$ cat src/rtl/fib_ram.sv
module fib_ram #(
    parameter int WIDTH = 48,
    parameter int DEPTH = 64
) (
    input  logic                     clk,
    input  logic                     we,
    input  logic [$clog2(DEPTH)-1:0] waddr,
    input  logic [WIDTH-1:0]         wdata,
    input  logic [$clog2(DEPTH)-1:0] raddr,
    output logic [WIDTH-1:0]         rdata
);

    logic [WIDTH-1:0] mem [DEPTH];

    // One write port and one registered read port.
    always_ff @(posedge clk)
    begin
        if (we)
        begin
            mem[waddr] <= wdata;
        end
        rdata <= mem[raddr];
    end

endmodule

$ cat config.mk
export PLATFORM = sky130hd
export DESIGN_NAME = fib_ram
export DESIGN_NICKNAME = d
export VERILOG_FILES = /design/src/rtl/fib_ram.sv
export SDC_FILE = /design/constraint.sdc
export NUM_CORES = 2
export LEC_CHECK = 0
export ABC_AREA = 0
export BUFFER_PORTS_ARGS = -buffer_cell sky130_fd_sc_hd__buf_2
export CORE_AREA = 4 4 447 449
export DETAILED_ROUTE_END_ITERATION = 7
export DIE_AREA = 0 0 451 453
export PLACE_DENSITY_LB_ADDON = 0.08
export SLEW_MARGIN = 20
export SYNTH_ARGS = -nofsm -noshare
export SYNTH_HDL_FRONTEND = slang
export SYNTH_SLANG_ARGS = --single-unit
export TNS_END_PERCENT = 1
$ cat constraint.sdc
create_clock -name clk -period 5 [get_ports clk]
set_input_delay 0.25 -clock clk [delete_from_list [all_inputs] [get_ports clk]]
set_output_delay 0.25 -clock clk [all_outputs]
set_load 0.02 [all_outputs]
# ---- After elaboration in Yosys (flattened, before gate mapping)
# Memory sizes are Yosys's and may differ from the RTL's. A register that Yosys moved wholly into a read port is not among the register bits.
# Index checks and enable logic that the tools add are counted.
dict set report classes {
  mux 2
}
# op n
set ops {}
lappend ops {{1-bit 2-to-1 mux} 2}
dict set report totals {
  elab_cells 3
  mem_count 1
  regBits 0
  input_bits 62
  ram_bits 3072
}
# name depth width read_ports rd_ports_with_merged_regs write_ports line_no
set memory_table {}
lappend memory_table {mem 64 48 1 1 1 13} ;# logic [WIDTH-1:0] mem [DEPTH];

# ---- Longest topological paths before layout
dict set report depth {
  ltp_word 2
  depth_mapped 9
  mapped_depth_nobuf 5
}

# ---- Worst setup path before layout
# OpenSTA, ideal clock, no wires.
dict set report synth_timing {
  path_kind {in2reg}
  startpoint {input waddr[3]}
  endpoint {memory mem[48][0], enable pin}
  setup_time_ps 513
  setup_slack_ps 465
  arrival_time_ps 4022
  stages 4
  path_cell_list {clkbuf_1 > nor2b_1 > nand4b_1 > nor3_1}
}
# element line_no
set synth_rtl {}
lappend synth_rtl {{start: declaration} 7} ;# input logic [$clog2(DEPTH)-1:0] waddr,
lappend synth_rtl {{end: declaration} 13}
# No word-level cell before the write port.

==> key figures <==
Clocking
  – H-Tree Depth: 5
  – Hold_buf cts: 5
  – Clock Tree Root: clkbuf_16
  – Skew-Pair Late Insertion Delay: 0.94 ns
  – Post-CTS Resized: 0
  – Inserted Clock Buffers: 325
  – CTS tree: done
  – Sink Count: 3,120
  – Post-CTS setup buffers: 0
  – Clk buf depth: 4
  – Worst-path clk slew: roughly 0.060 ns

Setup path
  – Reg2reg path depth: 5
  – CP max stage cell: a21oi_1
  – Top Family by Delay on Critical Path: buffers and inverters
  – CP Class: in -> reg
  – CP arrival: between 3 and 4 ns
  – Crit path depth: 8
  – CP max FO: 20
  – Most frequent CP cell: a21oi_1
  – CP required: roughly 5.7 ns
  – Worst setup EP type: register
  – Buf/Inv on CP: 3
  – Critical path, cell by cell: dlygate4sd3_1 > buf_2 > nand2_2 > buf_12 > o221ai_1 > a21oi_1 > a21oi_1 > a221oi_1
  – Startpoint Class: input port
  – Max stage delay on crit path: about 0.90 ns

Hold path
  – Worst min path class: in -> reg
  – Worst hold stages: 1

Floorplanning
  – Initial Utilization: approximately three fifths
  – Core area: 196,000 sq um
  – Die area: 204,000 sq um
  – Die Wd: 451 um
  – Site row count: 163
  – I/O pin cnt: 110
  – Die Span Y: 453 um

Timing
  – Fin crit share: 64.0%
  – Clock Skew: 0.0303 ns
  – TNS Setup: 0 ns
  – RSZ-0062 raised after global routing: no
  – Slew Limit Fails: 0
  – Setup Viol. Count Final: 0
  – Hold Fails Final Rpt: 0
  – Setup WS post-layout: between 1.5 and 2 ns
  – Slew margin rel.: 19.0%
  – Hold_ws: 0.0487 ns
  – Worst-Margin Slew: about 1.2 ns
  – Crit path time final: ~3.2 ns
  – Fmax: 312 MHz

Synthesis
  – Top cell type by total area after synthesis: edfxtp_1
  – Gate count of the mapped netlist: 4,970
  – Sequential fraction of the synthesis area: 79.6%
  – Netlist cell types: 36
  – #FFs+latches synth: 3,120
  – Most common flop cell mapped by yosys: edfxtp_1
  – Post-Syn Area: 117,000 sq um
  – Warning count from the yosys run: 0
  – Ranking of synthesized cells by area: edfxtp_1 79%, mux4_2 14%, dfxtp_1 0.82%, o22ai_1 0.65%, a221oi_1 0.62%
  – Synth Net Count: 5,032
  – Post-synth top cells: 3,072 x edfxtp_1, 754 x mux4_2, 132 x nor2_1
  – EDFF count, synth: approximately 3,100
  – Async S/R FF share, synth: 0%
  – Synth top area share: 78.8%
  – Count leader, synth: edfxtp_1
  – Synthesized area per cell: 23.6 sq um

Global routing
  – GRT overflow: 0
  – Vias in the first global route: 57,100
  – Initial antenna violation count: 28
  – Gr usage total: 31.6%
  – First-pass GRT wire length: 449,000 um
  – Largest net degree at the start of global routing: 91

Route
  – Routed Antenna Nets: 0
  – TritonRoute pass-1 iters: 5
  – DRC Markers: 0
  – DR iter-0 viols: 8,525
  – WL/cell: between 30 and 40 um
  – Routed vias/inst: around 7.0
  – Vias: 57,600
  – Final wirelength: 319,000 um

Placement
  – Port buffer count: 109
  – Placer Congestion: 0.813
  – Worst slack after detailed placement: between 1 and 1.5 ns
  – HPWL after detailed placement: 176,000 um

Power
  – Maximum vdd drop: around 0.35 mV
  – Total power: between 50 and 60 mW
  – Power Density: 412 nW/um^2
  – Leak Pwr: about 41 nW

Flow run
  – Number of max-cap violations: 0

Outcome
  – Run status: completed

Finish
  – Layout net count: 5,421
  – Area Growth Syn to Fin: 13.4%
  – Util after Layout: 67.7%
  – Share of cells above drive strength 1: 28.7%
layer usage:
layer | part of all wire [%] | global-route usage (%) | up-vias
met1 | 37 | 45.3 | 30900
met4 | 4.6 | 13.1 | 4
li1 | - | - | 22300
met5 | 0.0085 | 0 | -
met3 | 10 | 5.57 | 690
met2 | 48 | 49.5 | 3741
placed cells by master, fill, tap and decap left out, types with 7 or more instances in the layout:
| master | count |
|---|---|
| a211oi_1 | 32 |
| a21oi_1 | 74 |
| a221oi_1 | 83 |
| a22o_1 | 57 |
| a22oi_1 | 72 |
| a311oi_1 | 11 |
| buf_12 | 61 |
| buf_2 | 79 |
| buf_4 | 166 |
| bufinv_16 | 22 |
| clkbuf_1 | 77 |
| clkbuf_16 | 330 |
| clkbuf_8 | 18 |
| clkinv_1 | 46 |
| clkinv_2 | 57 |
| dfxtp_1 | 48 |
| diode_2 | 25 |
| dlygate4sd3_1 | 35 |
| edfxtp_1 | 3072 |
| mux2_2 | 12 |
| mux2i_1 | 63 |
| mux4_2 | 754 |
| nand2_1 | 53 |
| nand2b_1 | 7 |
| nand3_1 | 7 |
| nor2_1 | 67 |
| nor2_4 | 64 |
| nor2b_1 | 18 |
| o221ai_1 | 28 |
| o22ai_1 | 122 |
state kept, by name, summed over array words and instances, names as in the netlist:
name	flops
mem	3072
rdata	48
final timing paths:
kind / start / endpoint / slack (ns)
min: wdata[18] / mem[18][18] / 0.05
max reg2reg: mem[51][41] / rdata[41] / 2.48
max: raddr[4] / rdata[43] / 1.80
min reg2reg: mem[58][24] / rdata[24] / 0.76
report_power, final:
part / switching, mW / internal, mW / total (mW) / leakage, nW
sequential: 0.138 / 29.0 / 29.1 / 28.0
clock: 9.58 / 13.5 / 23.0 / 4.92
combinational: 1.66 / 0.953 / 2.61 / 8.48
stage by stage:
step	cell area (sq um)	std cells
floorplan	117000	4970
global placement	122000	7633
detailed placement	122000	7634
CTS	132000	8198
global route	133000	8246
finish	133000	8256
cell type report:
class / count / area [sq um]
Clock inverter: 134 / 1210
Timing Repair Buffer: 344 / 3270
Fill cell: 12200 / 63400
Sequential cell: 3120 / 93200
Clock buffer: 425 / 8790
Antenna cell: 25 / 62.6
Multi-Input combinational cell: 1568 / 23000
Tap cell: 2640 / 3300
logic make-up after synthesis:
logic type	count (synthesis)	synth area share, %
multiplexers	829	15.2
buffers and inverters	282	1.28
AO/OA/AOI/OAI	486	3.02
flip-flops	3120	79.6
AND/OR/NAND/NOR	253	0.957
Power figures use the tool's default switching activity.
